==> src/rtl/lrre_pkg.sv <==
// ----------------------------------------------------------------------------
// lrre_pkg
// shared word types and mode codes of the light ramp run encoder
// ----------------------------------------------------------------------------
package lrre_pkg;

  localparam int NUM_CH   = 4;
  localparam int LVL_W    = 4;
  localparam int CNT_W    = 16;
  localparam int NUM_SLOT = 2 * NUM_CH;

  localparam logic [1:0] MODE_NONE  = 2'd0;
  localparam logic [1:0] MODE_EQUAL = 2'd1;
  localparam logic [1:0] MODE_ASC   = 2'd2;
  localparam logic [1:0] MODE_DESC  = 2'd3;

  typedef struct packed {
    logic [15:0] voxel_word;
    logic        final_voxel;
  } lrre_in_t;

  typedef struct packed {
    logic [1:0]       channel;
    logic [LVL_W-1:0] run_start;
    logic [LVL_W-1:0] run_end;
    logic [CNT_W-1:0] run_length;
    logic             closing_run;
    logic             last;
  } lrre_out_t;

endpackage

==> src/rtl/light_ramp_run_encoder_core.sv <==
// ----------------------------------------------------------------------------
// light_ramp_run_encoder_core
// run coder for four 4-bit light channels of a voxel light word
//
// in_valid/in_ready/in_word carry one voxel per word; out_valid/out_ready/
// out_word carry one run per word, tagged with its channel. cfg_we with
// cfg_wdata writes the channel enable mask; the user must do so only while
// the block is idle, the block does not enforce it. Channel state is updated
// in the cycle a voxel is accepted; the runs it causes (0 to 8) go into a
// result bank and leave through the output register.
// Throughput: one voxel per cycle while each voxel causes at most one run
// and the receiver does not stall; otherwise the next voxel waits while the
// single output register drains the bank one run per cycle when not stalled.
// The next voxel is accepted in the cycle the bank's last run moves into
// the output register, so a waiting result does not block the input.
// When the receiver stalls the output register holds its word and the
// bank stops draining; in_ready drops while more than one run, or one that cannot move out, is banked.
// Reset (synchronous, rst_n low) clears all run state, enables all
// channels and starts a new volume at the next voxel.
// ----------------------------------------------------------------------------
module light_ramp_run_encoder_core
  import lrre_pkg::*;
#(
  parameter int VOLUME = 4096
) (
  input  logic            clk,
  input  logic            rst_n,
  input  logic            in_valid,
  output logic            in_ready,
  input  lrre_in_t        in_word,
  output logic            out_valid,
  input  logic            out_ready,
  output lrre_out_t       out_word,
  input  logic            cfg_we,
  input  logic [NUM_CH-1:0] cfg_wdata
);

  localparam logic [CNT_W-1:0] VOL_MAX = CNT_W'(VOLUME);

  // channel state
  logic [LVL_W-1:0] first_r [NUM_CH];
  logic [LVL_W-1:0] lastl_r [NUM_CH];
  logic [CNT_W-1:0] count_r [NUM_CH];
  logic [LVL_W-1:0] prev_r  [NUM_CH];
  logic [1:0]       mode_r  [NUM_CH];
  logic             await_r;
  logic [NUM_CH-1:0] enable_r;

  logic [LVL_W-1:0] first_nxt [NUM_CH];
  logic [LVL_W-1:0] lastl_nxt [NUM_CH];
  logic [CNT_W-1:0] count_nxt [NUM_CH];
  logic [1:0]       mode_nxt  [NUM_CH];

  // result bank
  logic [NUM_SLOT-1:0] pend_r;
  lrre_out_t           bank_r   [NUM_SLOT];
  logic [NUM_SLOT-1:0] mask_nxt;
  lrre_out_t           bank_nxt [NUM_SLOT];

  logic      out_valid_r;
  lrre_out_t out_word_r;

  logic                        in_fire;
  logic                        pop;
  logic [NUM_SLOT-1:0]         sel;
  logic [$clog2(NUM_SLOT)-1:0] sel_idx;
  logic [NUM_SLOT-1:0]         pend_left;
  lrre_out_t                   pop_word;

  assign pop      = (pend_r != '0) && (!out_valid_r || out_ready);
  assign in_ready = (pend_r == '0) || ($onehot(pend_r) && pop);
  assign in_fire  = in_valid && in_ready;

  assign out_valid = out_valid_r;
  assign out_word  = out_word_r;

  // per channel run update and result slots
  always_comb begin
    logic [LVL_W-1:0] lvl;
    logic             eq;
    logic             up;
    logic             down;
    logic             ext;
    logic [1:0]       mode_new;
    for (int c = 0; c < NUM_CH; c++) begin
      lvl  = in_word.voxel_word[c*LVL_W +: LVL_W];
      eq   = (lvl == prev_r[c]);
      up   = ({1'b0, lvl} == {1'b0, prev_r[c]} + 5'd1);
      down = ({1'b0, lvl} + 5'd1 == {1'b0, prev_r[c]});
      mode_new = mode_r[c];
      unique case (mode_r[c])
        MODE_NONE: begin
          ext      = eq || up || down;
          mode_new = eq ? MODE_EQUAL : (up ? MODE_ASC : MODE_DESC);
        end
        MODE_EQUAL: ext = eq;
        MODE_ASC:   ext = up;
        MODE_DESC:  ext = down;
        default:    ext = 1'b0;
      endcase

      bank_nxt[c].channel     = 2'(c);
      bank_nxt[c].run_start   = first_r[c];
      bank_nxt[c].run_end     = lastl_r[c];
      bank_nxt[c].run_length  = count_r[c];
      bank_nxt[c].closing_run = 1'b0;
      bank_nxt[c].last        = 1'b0;

      if (!await_r && ext && (count_r[c] < VOL_MAX)) begin
        first_nxt[c]   = first_r[c];
        lastl_nxt[c]   = lvl;
        count_nxt[c]   = count_r[c] + CNT_W'(1);
        mode_nxt[c]    = mode_new;
        mask_nxt[c]    = 1'b0;
      end else begin
        first_nxt[c]   = lvl;
        lastl_nxt[c]   = lvl;
        count_nxt[c]   = CNT_W'(1);
        mode_nxt[c]    = MODE_NONE;
        mask_nxt[c]    = !await_r && enable_r[c];
      end

      bank_nxt[NUM_CH+c].channel     = 2'(c);
      bank_nxt[NUM_CH+c].run_start   = first_nxt[c];
      bank_nxt[NUM_CH+c].run_end     = lastl_nxt[c];
      bank_nxt[NUM_CH+c].run_length  = count_nxt[c];
      bank_nxt[NUM_CH+c].closing_run = 1'b1;
      bank_nxt[NUM_CH+c].last        = 1'b0;
      mask_nxt[NUM_CH+c]             = in_word.final_voxel && enable_r[c];
    end
  end

  // lowest pending slot goes out next
  always_comb begin
    logic found;
    found   = 1'b0;
    sel     = '0;
    sel_idx = '0;
    for (int i = 0; i < NUM_SLOT; i++) begin
      if (!found && pend_r[i]) begin
        found   = 1'b1;
        sel[i]  = 1'b1;
        sel_idx = ($clog2(NUM_SLOT))'(i);
      end
    end
    pend_left     = pend_r & ~sel;
    pop_word      = bank_r[sel_idx];
    pop_word.last = (pend_left == '0);
  end

  always_ff @(posedge clk) begin
    if (!rst_n) begin
      await_r     <= 1'b1;
      enable_r    <= '1;
      pend_r      <= '0;
      out_valid_r <= 1'b0;
      for (int c = 0; c < NUM_CH; c++) begin
        first_r[c] <= '0;
        lastl_r[c] <= '0;
        count_r[c] <= '0;
        prev_r[c]  <= '0;
        mode_r[c]  <= MODE_NONE;
      end
    end else begin
      if (cfg_we) begin
        enable_r <= cfg_wdata;
      end
      if (pop) begin
        out_valid_r <= 1'b1;
      end else if (out_ready) begin
        out_valid_r <= 1'b0;
      end
      if (in_fire) begin
        pend_r  <= mask_nxt;
        await_r <= in_word.final_voxel;
        for (int c = 0; c < NUM_CH; c++) begin
          first_r[c] <= first_nxt[c];
          lastl_r[c] <= lastl_nxt[c];
          count_r[c] <= count_nxt[c];
          prev_r[c]  <= in_word.voxel_word[c*LVL_W +: LVL_W];
          mode_r[c]  <= mode_nxt[c];
        end
      end else if (pop) begin
        pend_r <= pend_left;
      end
    end
  end

  // payload registers
  always_ff @(posedge clk) begin
    if (in_fire) begin
      for (int i = 0; i < NUM_SLOT; i++) begin
        bank_r[i] <= bank_nxt[i];
      end
    end
    if (pop) begin
      out_word_r <= pop_word;
    end
  end

  // no new word while more than one run, or one that cannot leave, is banked
  a_accept_drained: assert property (@(posedge clk) disable iff (!rst_n)
    in_fire |-> (pend_r == '0) || ($onehot(pend_r) && pop))
    else $error("word accepted with runs still banked");

  a_final_restarts: assert property (@(posedge clk) disable iff (!rst_n)
    (in_fire && in_word.final_voxel) |=> await_r)
    else $error("final voxel did not restart the volume");

  a_len_nonzero: assert property (@(posedge clk) disable iff (!rst_n)
    out_valid_r |-> (out_word_r.run_length != '0))
    else $error("zero length run on output");

  a_len_bound: assert property (@(posedge clk) disable iff (!rst_n)
    (count_r[0] <= VOL_MAX) && (count_r[1] <= VOL_MAX) &&
    (count_r[2] <= VOL_MAX) && (count_r[3] <= VOL_MAX))
    else $error("run longer than the volume");

endmodule
==> config.mk <==
export PLATFORM = sky130hd
export DESIGN_NAME = light_ramp_run_encoder_core
export DESIGN_NICKNAME = d
export VERILOG_FILES = /design/src/rtl/lrre_pkg.sv /design/src/rtl/light_ramp_run_encoder_core.sv
export SDC_FILE = /design/constraint.sdc
export NUM_CORES = 1
export LEC_CHECK = 0
export BUFFER_PORTS_ARGS = -buffer_cell sky130_fd_sc_hd__buf_2
export CAP_MARGIN = 20
export CORE_ASPECT_RATIO = 1.25
export CORE_MARGIN = 2
export CORE_UTILIZATION = 40
export DETAILED_ROUTE_END_ITERATION = 7
export REMOVE_ABC_BUFFERS = 1
export SETUP_SLACK_MARGIN = 0.15
export SLEW_MARGIN = 10
export SYNTH_ARGS = -nofsm -noshare
export SYNTH_HDL_FRONTEND = slang
export SYNTH_SLANG_ARGS = --single-unit
==> constraint.sdc <==
create_clock -name clk -period 8.5 [get_ports clk]
set_input_delay 1.275 -clock clk [delete_from_list [all_inputs] [get_ports clk]]
set_output_delay 1.275 -clock clk [all_outputs]
set_load 0.01 [all_outputs]
# Yosys cells after proc, flatten, opt, wreduce, memory -nomap -nowiden
# Memory sizes are Yosys's and may differ from the RTL's. A register that Yosys moved wholly into a read port is not among the register bits.
# Cells that the tools add are included.
op_classes:
  add_sub_neg: 19
  magnitude_cmp: 4
  eq_ne: 25
  muxes: 82
  bitwise_logic: 22
  reduce_logical: 54
ops:
  columns: ["op", "n"]
  rows:
  - ["16-bit two-way mux", 8]
  - ["16-bit by 1-bit adder with 16-bit output, second input constant", 4]
  - ["16-bit by 13-bit < comparator with 1-bit output, second input constant", 4]
  - ["4-bit two-way mux", 16]
  - ["4-bit by 1-bit adder with 5-bit output, second input constant", 8]
  - ["2-bit two-way mux", 16]
  - ["1-bit two-way mux", 30]
  - ["1-bit logical AND", 26]
  - ["4-bit by 5-bit == test with 1-bit output", 4]
  - ["5-bit by 4-bit == test with 1-bit output", 4]
  - ["1-bit OR", 20]
  - ["3-bit two-way mux", 6]
  - ["2-bit == test, second input constant", 8]
  - ["4-bit == test", 4]
  - ["8-bit logical NOT", 2]
  - ["8-bit two-way mux", 2]
  - ["1-bit case mux with 4 select lines", 4]
  - ["1-bit logical OR", 10]
  - ["1-bit logical NOT", 9]
  - ["1-bit by 1-bit adder with 2-bit output", 4]
  - ["8-bit bitwise AND", 1]
  - ["2-bit by 1-bit == test with 1-bit output, second input constant", 4]
  - ["2-bit logical NOT", 4]
  - ["8-bit inverter", 1]
  - ["other kinds (5)", 7]
word_totals:
  regBits: 15
  ramBits: 336
  in_bits: 26
  output_inout_bits: 30
  n_memories: 6
mem_list:
  columns: ["memory", "depth", "word_bits", "rd", "rd_clocked_by_memory_dff", "wr", "line", "source"]
  rows:
  - ["bank_r", 8, 27, 1, 1, 8, "light_ramp_run_encoder_core.sv:56", "lrre_out_t bank_r [NUM_SLOT];"]
  - ["count_r", 4, 16, 4, 0, 4, "light_ramp_run_encoder_core.sv:43", "logic [CNT_W-1:0] count_r [NUM_CH];"]
  - ["first_r", 4, 4, 4, 0, 4, "light_ramp_run_encoder_core.sv:41", "logic [LVL_W-1:0] first_r [NUM_CH];"]
  - ["lastl_r", 4, 4, 4, 0, 4, "light_ramp_run_encoder_core.sv:42", "logic [LVL_W-1:0] lastl_r [NUM_CH];"]
  - ["prev_r", 4, 4, 4, 0, 4, "light_ramp_run_encoder_core.sv:44", "logic [LVL_W-1:0] prev_r [NUM_CH];"]
  - ["mode_r", 4, 2, 4, 0, 4, "light_ramp_run_encoder_core.sv:45", "logic [1:0] mode_r [NUM_CH];"]

# Longest topological paths before layout
# Gate-level depths: netlist of run 1.
logic_depth:
  depth_word: 26
  ltp_mapped: 16
  depth_no_buf: 15

# Worst setup path before layout of run 1
# OpenSTA, ideal clock, no wires.
synth_timing:
  path_kind: "flip-flop to flip-flop"
  from: "register pend_r[0]"
  to: "memory count_r[0][0], enable pin"
  setup_ps: 458
  arrival_ps: 5089
  slack_ps: 2953
  path_stages_with_launch: 13
  n_path_buf: 0
  synth_period_minus_slack_ps: 5547
  cell_sequence: "dfxtp_1 -> inv_1 -> fa_1 -> fa_1 -> fa_1 -> inv_1 -> ha_1 -> inv_1 -> fa_1 -> nand3_1 -> o21ai_2 -> nand2_1 -> nand2_1"
synth_lines:
  columns: ["element", "line", "source"]
  rows:
  - ["start: declaration", "light_ramp_run_encoder_core.sv:55", "logic [NUM_SLOT-1:0] pend_r;"]
  - ["start signal: assignment", "light_ramp_run_encoder_core.sv:174", "pend_r <= mask_nxt;"]
  - ["start signal: assignment", "light_ramp_run_encoder_core.sv:184", "pend_r <= pend_left;"]
  - ["end: declaration", "light_ramp_run_encoder_core.sv:43", null]

==> run_results.csv, run 1 <==
group,metric,value,unit
outcome,outcome,"finished, final reports clean",
critical_path,critPathLaunchType,"flop",
routing,drt_iter0_markers,829,
timing,period_needed,5.12,ns
cells_and_area,nets,1151,
synth,async_flop_share,0,%
hold_path,min_from,"count_r[0][15]",
place,pre_cts_ws,3.39,ns
synth,synth_seq_cells,338,
critical_path,reg2reg_to,"count_r[2][10]",
routing,route.vias.total,8634,
critical_path,worstPathArrival,5.25,ns
routing,wl_per_cell,19.6,um
timing,tns,0,ns
critical_path,cp.required,8.63,ns
timing,tightest_slew,1.05,ns
critical_path,endpoint_kind,"flop",
timing,hold_viol,0,
timing,setup_viol,0,
synth,synth_area,14800,um^2
cells_and_area,drive_gt1_share,14.9,%
synth,synth_cells,1020,
clock_tree,ctsHoldBuffers,0,
global_route,grt_pass1_wl,48.9,mm
floorplan,io_pins,56,
clock_tree,cts_buffer_depth,3,
place,placement.io_buffers,55,
floorplan,die_h,219,um
timing,slew_headroom,30.0,%
hold_path,holdPathStages,0,
place,gp_congestion,0.861,
routing,vias_per_cell,5.37,
timing,finalMaxSlewViolations,0,
clock_tree,root_buffer,"clkbuf_16",
synth,avgSynthCellArea,14.5,um^2
critical_path,crit_start,"pend_r[3]",
critical_path,rrSetupSlack,3.38,ns
floorplan,fp.dieW,176,um
timing,fmax,195,MHz
clock_tree,clock_latency,0.52,ns
pwr,ir_drop,0.319,mV
routing,dr.pass1.iters,6,
clock_tree,cts_buffers,37,
pwr,p_leak,6.06,nW
global_route,gr-total-overflow,0,
critical_path,path_max_fanout,53,
synth,synth_top_area_share,65.9,%
synth,yosysWarnings,0,
hold_path,min_to,"bank_r[0][16]",
pwr,p_per_area,437,nW/um^2
routing,antenna_left,0,
timing,fin_ws,3.38,ns
routing,routed_wl,31.6,mm
floorplan,rows,78,
global_route,grt_util_all_layers,16.6,%
synth,yosys-top-cells-area,"edfxtp_1 (66%), a222oi_1 (3.3%), nor2_1 (3.1%)",
floorplan,core,36300,um^2
cells_and_area,fill_cells,3268,
clock_tree,cts.sinks,338,
cells_and_area,n_antenna_cell,0,
cells_and_area,area_delta_synth_final,13.5,%
timing,grt_setup_unrepaired,"no",
global_route,grt_max_degree,131,
clock_tree,clkTransAtPathRegs,0.06,ns
clock_tree,cts_tree,"done",
routing,drc,0,
timing,period_share,60.2,%
synth,seq_area_frac_synth,67.8,%
floorplan,initial_utilization,40.7,%
critical_path,worstRegToRegCells,14,
place,hpwl,20.1,mm
global_route,grt_pass1_vias,8712,
synth,synthDistinctLibCells,53,
global_route,antenna_found_initial,0,
synth,ys.flop_type,"edfxtp_1",
clock_tree,h-tree-depth,2,
timing,clock_skew,0.0261,ns
job,max_cap_viol_count,0,
floorplan,dieArea,38500,um^2
hold_path,hold_class,"flop to flop",
clock_tree,post-cts-setup-buffer-count,0,
critical_path,critPathKind,"flop to flop",
synth,synth_edf_count,324,
clock_tree,cts_resized,0,
synth,synth.largest_area_cell,"edfxtp_1",
critical_path,timing.rr.start,"pend_r[3]",
stage by stage:
| step | power (mW) | util, % | hold WS, ns | cells | instance area, um^2 |
|---|---|---|---|---|---|
| after CTS | 7.42 | 46.2 | 0.443 | 1609 | 16800 |
| after floorplan | 5.03 | - | 0.417 | 997 | 14600 |
| final | 7.33 | 46.2 | 0.441 | 1609 | 16800 |
| after global routing | 7.77 | 46.2 | 0.456 | 1609 | 16800 |
| after detailed placement | 5.92 | 43.1 | 0.429 | 1543 | 15600 |
| after global placement | 5.87 | 43.1 | 0.424 | 1542 | 15600 |
registers in the layout, summed over array words and instances (netlist names):
signal / count
bank_r: 192
count_r: 64
out_word: 28
first_r: 16
lastl_r: 12
mode_r: 8
pend_r: 8
enable_r: 4
prev_r: 4
await_r: 1
out_valid: 1
layer usage:
layer	vias to the layer above	track usage, %	share of wire, %
li1	4030	-	-
met1	4320	21.1	42
met2	243	29.3	51
met3	41	2.29	5.0
met4	0	5.23	2.2
met5	-	0	0
final cells by class:
cell class	count	area [um^2]	share of cell area, %
clock inverters	17	83.8	0.500
multi-input cells	633	4550	27.2
inverters	26	105	0.627
repair buffers	66	378	2.25
clock buffers	49	1030	6.16
flip-flops and latches	338	10000	59.7
well taps	480	601	3.58
cell families (layout without fill, tap and decap cells):
kind of cell    after synthesis  count (layout)  share of synthesized area (%)
compound gates              124             124                           7.11
xor+xnor                     88              88                           5.42
fa+ha+maj                    23              23                           2.15
buf+inv                      72             158                           2.43
flops                       338             338                           67.8
mux                          44              44                           3.42
other cells                   1              24                         0.0254
simple gates                330             330                           11.7
worst max-delay path by stage:
stage                     end  slack, ns  depth (start not counted)
6_report       count_r[2][10]       3.38                         14
5_1_grt          mode_r[1][1]       3.12                         15
4_1_cts        count_r[1][15]       3.36                         14
2_1_floorplan    mode_r[0][0]       2.49                         14
3_5_place_dp   count_r[0][11]       3.39                         14
3_3_place_gp    lastl_r[1][1]       3.53                         13
cells in the final DEF, fill, tap and decap left out, types with 6 or more instances in the layout:
cell       count
clkbuf_16     39
mux2_4        12
conb_1        24
and2_1        26
and3_1        20
nand2_1       33
clkbuf_1       8
nand3_1       42
nor2_1       121
dfxtp_1       14
clkinv_1      10
nand2b_1      26
mux2i_1       28
edfxtp_1     324
ha_1          19
a222oi_1      48
inv_1         24
xnor2_1       36
a21oi_1       14
nor3_1        11
and2_4         9
o221ai_1      24
buf_2         55
nor2b_1        7
buf_4          9
o21ai_0       11
nand4_1        6
xor2_1        48
worst max-delay path, stage by stage (launching register included):
cell     delay [ns]
dfxtp_1        0.39
inv_1          0.12
fa_1           0.48
fa_1           0.51
fa_1           0.40
inv_1          0.07
ha_1           0.17
inv_1          0.06
fa_1           0.38
nor2_1         0.11
a31oi_1        0.12
o21ai_2        0.17
nand2_1        0.33
nand2_4        0.64
buf_4          0.74
cells in the mapped netlist (24+ instances only):
master,instances
edfxtp_1,324
nor2_1,122
a222oi_1,48
xor2_1,48
nand3_1,42
xnor2_1,36
nand2_1,35
mux2i_1,28
and2_1,26
nand2b_1,26
inv_1,24
o221ai_1,24
power by group:
group	switching, mW	internal [mW]	leakage, nW
Sequential	0.403	3.06	3.35
Combinational	1.63	0.767	2.17
Clock	0.623	0.854	0.537
Power figures use the tool's default switching activity.
==> run 2, diff against run 1 <==
- clock period: 8.5 -> 4.2 ns (I/O delays scaled with it)
==> run 2 against run 1 <==
  * Sequential power up 100%
  * Total power increased by 120%
  * Critical path depth fell by 3
  * Combinational power increased by 140%
  * Global-route usage rose by 0.58 points
  * Critical path type is now flop to primary output
==> run_results.csv, run 2 (synthesis gave the netlist of run 1 again) <==
group,metric,value,unit
outcome,outcome,"finished, final reports clean",
critical_path,critPathKind,"flop to primary output",
critical_path,slowest_delay,0.54,ns
critical_path,cp.required,3.57,ns
cells_and_area,final_cell_mix,"edfxtp_1 (324), nor2_1 (121), buf_2 (54)",
routing,antenna_left,0,
clock_tree,clkTransAtPathRegs,0.06,ns
critical_path,critPathLaunchType,"flop",
floorplan,fp.dieW,176,um
place,placement.io_buffers,55,
critical_path,path_max_fanout,4,
cells_and_area,drive_gt1_share,18.3,%
routing,route.vias.total,8756,
routing,routed_wl,33.0,mm
pwr,p_per_area,913,nW/um^2
floorplan,die_h,219,um
place,pre_cts_ws,0.120,ns
clock_tree,cts.sinks,338,
global_route,grt_pass1_vias,8881,
floorplan,core,36300,um^2
clock_tree,cts_buffer_depth,3,
global_route,grt_util_all_layers,17.1,%
clock_tree,clock_latency,0.51,ns
timing,tightest_slew,0.990,ns
place,hpwl,21.1,mm
critical_path,endpoint_kind,"primary output",
floorplan,rows,78,
cells_and_area,regMostFlops,"bank_r",
pwr,p_leak,6.33,nW
cells_and_area,final_cells,1645,
place,post-place-cells,1563,
global_route,gr-total-overflow,0,
routing,drc,0,
critical_path,timing.critical_path.cells,"inv_2 > fa_1 > fa_1 > fa_1 > inv_1 > ha_2 > inv_1 > fa_2 > nand3_2 > o21ai_2 > buf_6",
timing,grt_setup_unrepaired,"yes",
floorplan,initial_utilization,40.7,%
routing,vias_per_cell,5.32,
timing,period_needed,4.17,ns
routing,drt_iter0_markers,867,
clock_tree,h-tree-depth,2,
critical_path,cp_slowest_cell,"fa_1",
timing,setup_viol,0,
timing,fmax,240,MHz
clock_tree,cts_tree,"done",
critical_path,worst_path_dominant_cell_family,"adder cells",
cells_and_area,nets,1188,
critical_path,worstPathArrival,3.54,ns
hold_path,hold_class,"input pin to flop",
clock_tree,root_buffer,"clkbuf_16",
cells_and_area,n_antenna_cell,0,
routing,dr.pass1.iters,6,
critical_path,critPathBufInv,4,
global_route,grt_max_degree,74,
floorplan,dieArea,38500,um^2
routing,wl_per_cell,20.1,um
timing,hold_viol,0,
cells_and_area,layout_commonest_cell,"edfxtp_1",
timing,period_share,99.3,%
timing,clock_skew,0.0127,ns
timing,slew_headroom,33.8,%
job,max_cap_viol_count,0,
clock_tree,cts_buffers,36,
global_route,antenna_found_initial,0,
global_route,grt_pass1_wl,50.5,mm
cells_and_area,fill_cells,3196,
critical_path,crit_top_cell,"fa_1",
cells_and_area,area_delta_synth_final,17.3,%
cells_and_area,largest_reg_flops,192,
pwr,ir_drop,0.471,mV
floorplan,io_pins,56,
place,gp_congestion,0.783,
timing,fin_ws,0.0274,ns
timing,finalMaxSlewViolations,0,
run 2: cell count changes in the layout (fill, tap and decap cells not counted), moves of 2 or more:
| cell | previous run | this run |
|---|---|---|
| dfxtp_1 | 14 | 11 |
| dfxtp_2 | 0 | 3 |
| inv_6 | 1 | 3 |
| bufinv_16 | 0 | 4 |
| buf_16 | 0 | 2 |
| clkbuf_8 | 2 | 0 |
| buf_6 | 0 | 2 |
| nand2_8 | 0 | 2 |
| buf_4 | 9 | 30 |
| buf_12 | 1 | 8 |
run 2: path summary, 6_finish.rpt:
check,startpoint,end,slack (ns),depth (start not counted)
min reg2reg,count_r[3][14],bank_r[3][15],0.44,0
max reg2reg,pend_r[3],lastl_r[1][1],0.23,16
min,cfg_wdata[3],enable_r[3],0.35,3
max,pend_r[3],in_ready,0.03,11
run 2: area by class of cell:
| class | instances | area (um^2) | share of cell area (%) |
|---|---|---|---|
| clock buffers | 44 | 952 | 5.50 |
| clock inverters | 20 | 193 | 1.11 |
| inverters | 26 | 114 | 0.657 |
| multi-input cells | 635 | 4610 | 26.6 |
| flip-flops and latches | 338 | 10000 | 57.8 |
| well taps | 480 | 601 | 3.47 |
| repair buffers | 99 | 808 | 4.67 |
| repair inverters | 3 | 26.3 | 0.152 |
run 2: where the power goes:
| part | internal [mW] | switching [mW] |
|---|---|---|
| registers | 6.15 | 0.820 |
| clock network | 1.85 | 1.25 |
| logic | 2.11 | 3.63 |
run 2: timing repair:
item | CTS | global route
buffers inserted | 4 | 6
cloned | 2 | 6
pin swaps | 3 | 4
gates resized for setup | 8 | 11
endpoints found under the setup margin | 150 | 309
hold buffers | 0 | 0
run 2: worst register-to-register path, delay by kind of cell (launching register included):
kind            cells  cell delay (ns)
simple gates        3             0.52
flops               1             0.33
fa+ha+maj           5             1.92
compound gates      2             0.26
buf+inv             6             0.68
run 2: layer usage:
layer	global-route usage (%)	vias to the layer above	part of all wire, %
met4	5.45	0	2.3
met1	21.4	4359	41
met2	30.6	233	51
met5	0	-	0
li1	-	4117	-
met3	2.51	47	5.0
run 2: stage by stage:
stage	setup TNS, ns	hold WS (ns)	utilization (%)	power [mW]	instance area [um^2]
final	0	0.345	47.7	15.8	17300
after global routing	-0.0533	0.353	47.7	16.7	17300
after CTS	0	0.334	47.1	15.7	17100
after detailed placement	0	0.428	43.7	12.3	15900
after global placement	0	0.430	43.7	12.3	15900
after floorplan	-443.61	0.417	-	10.2	14600
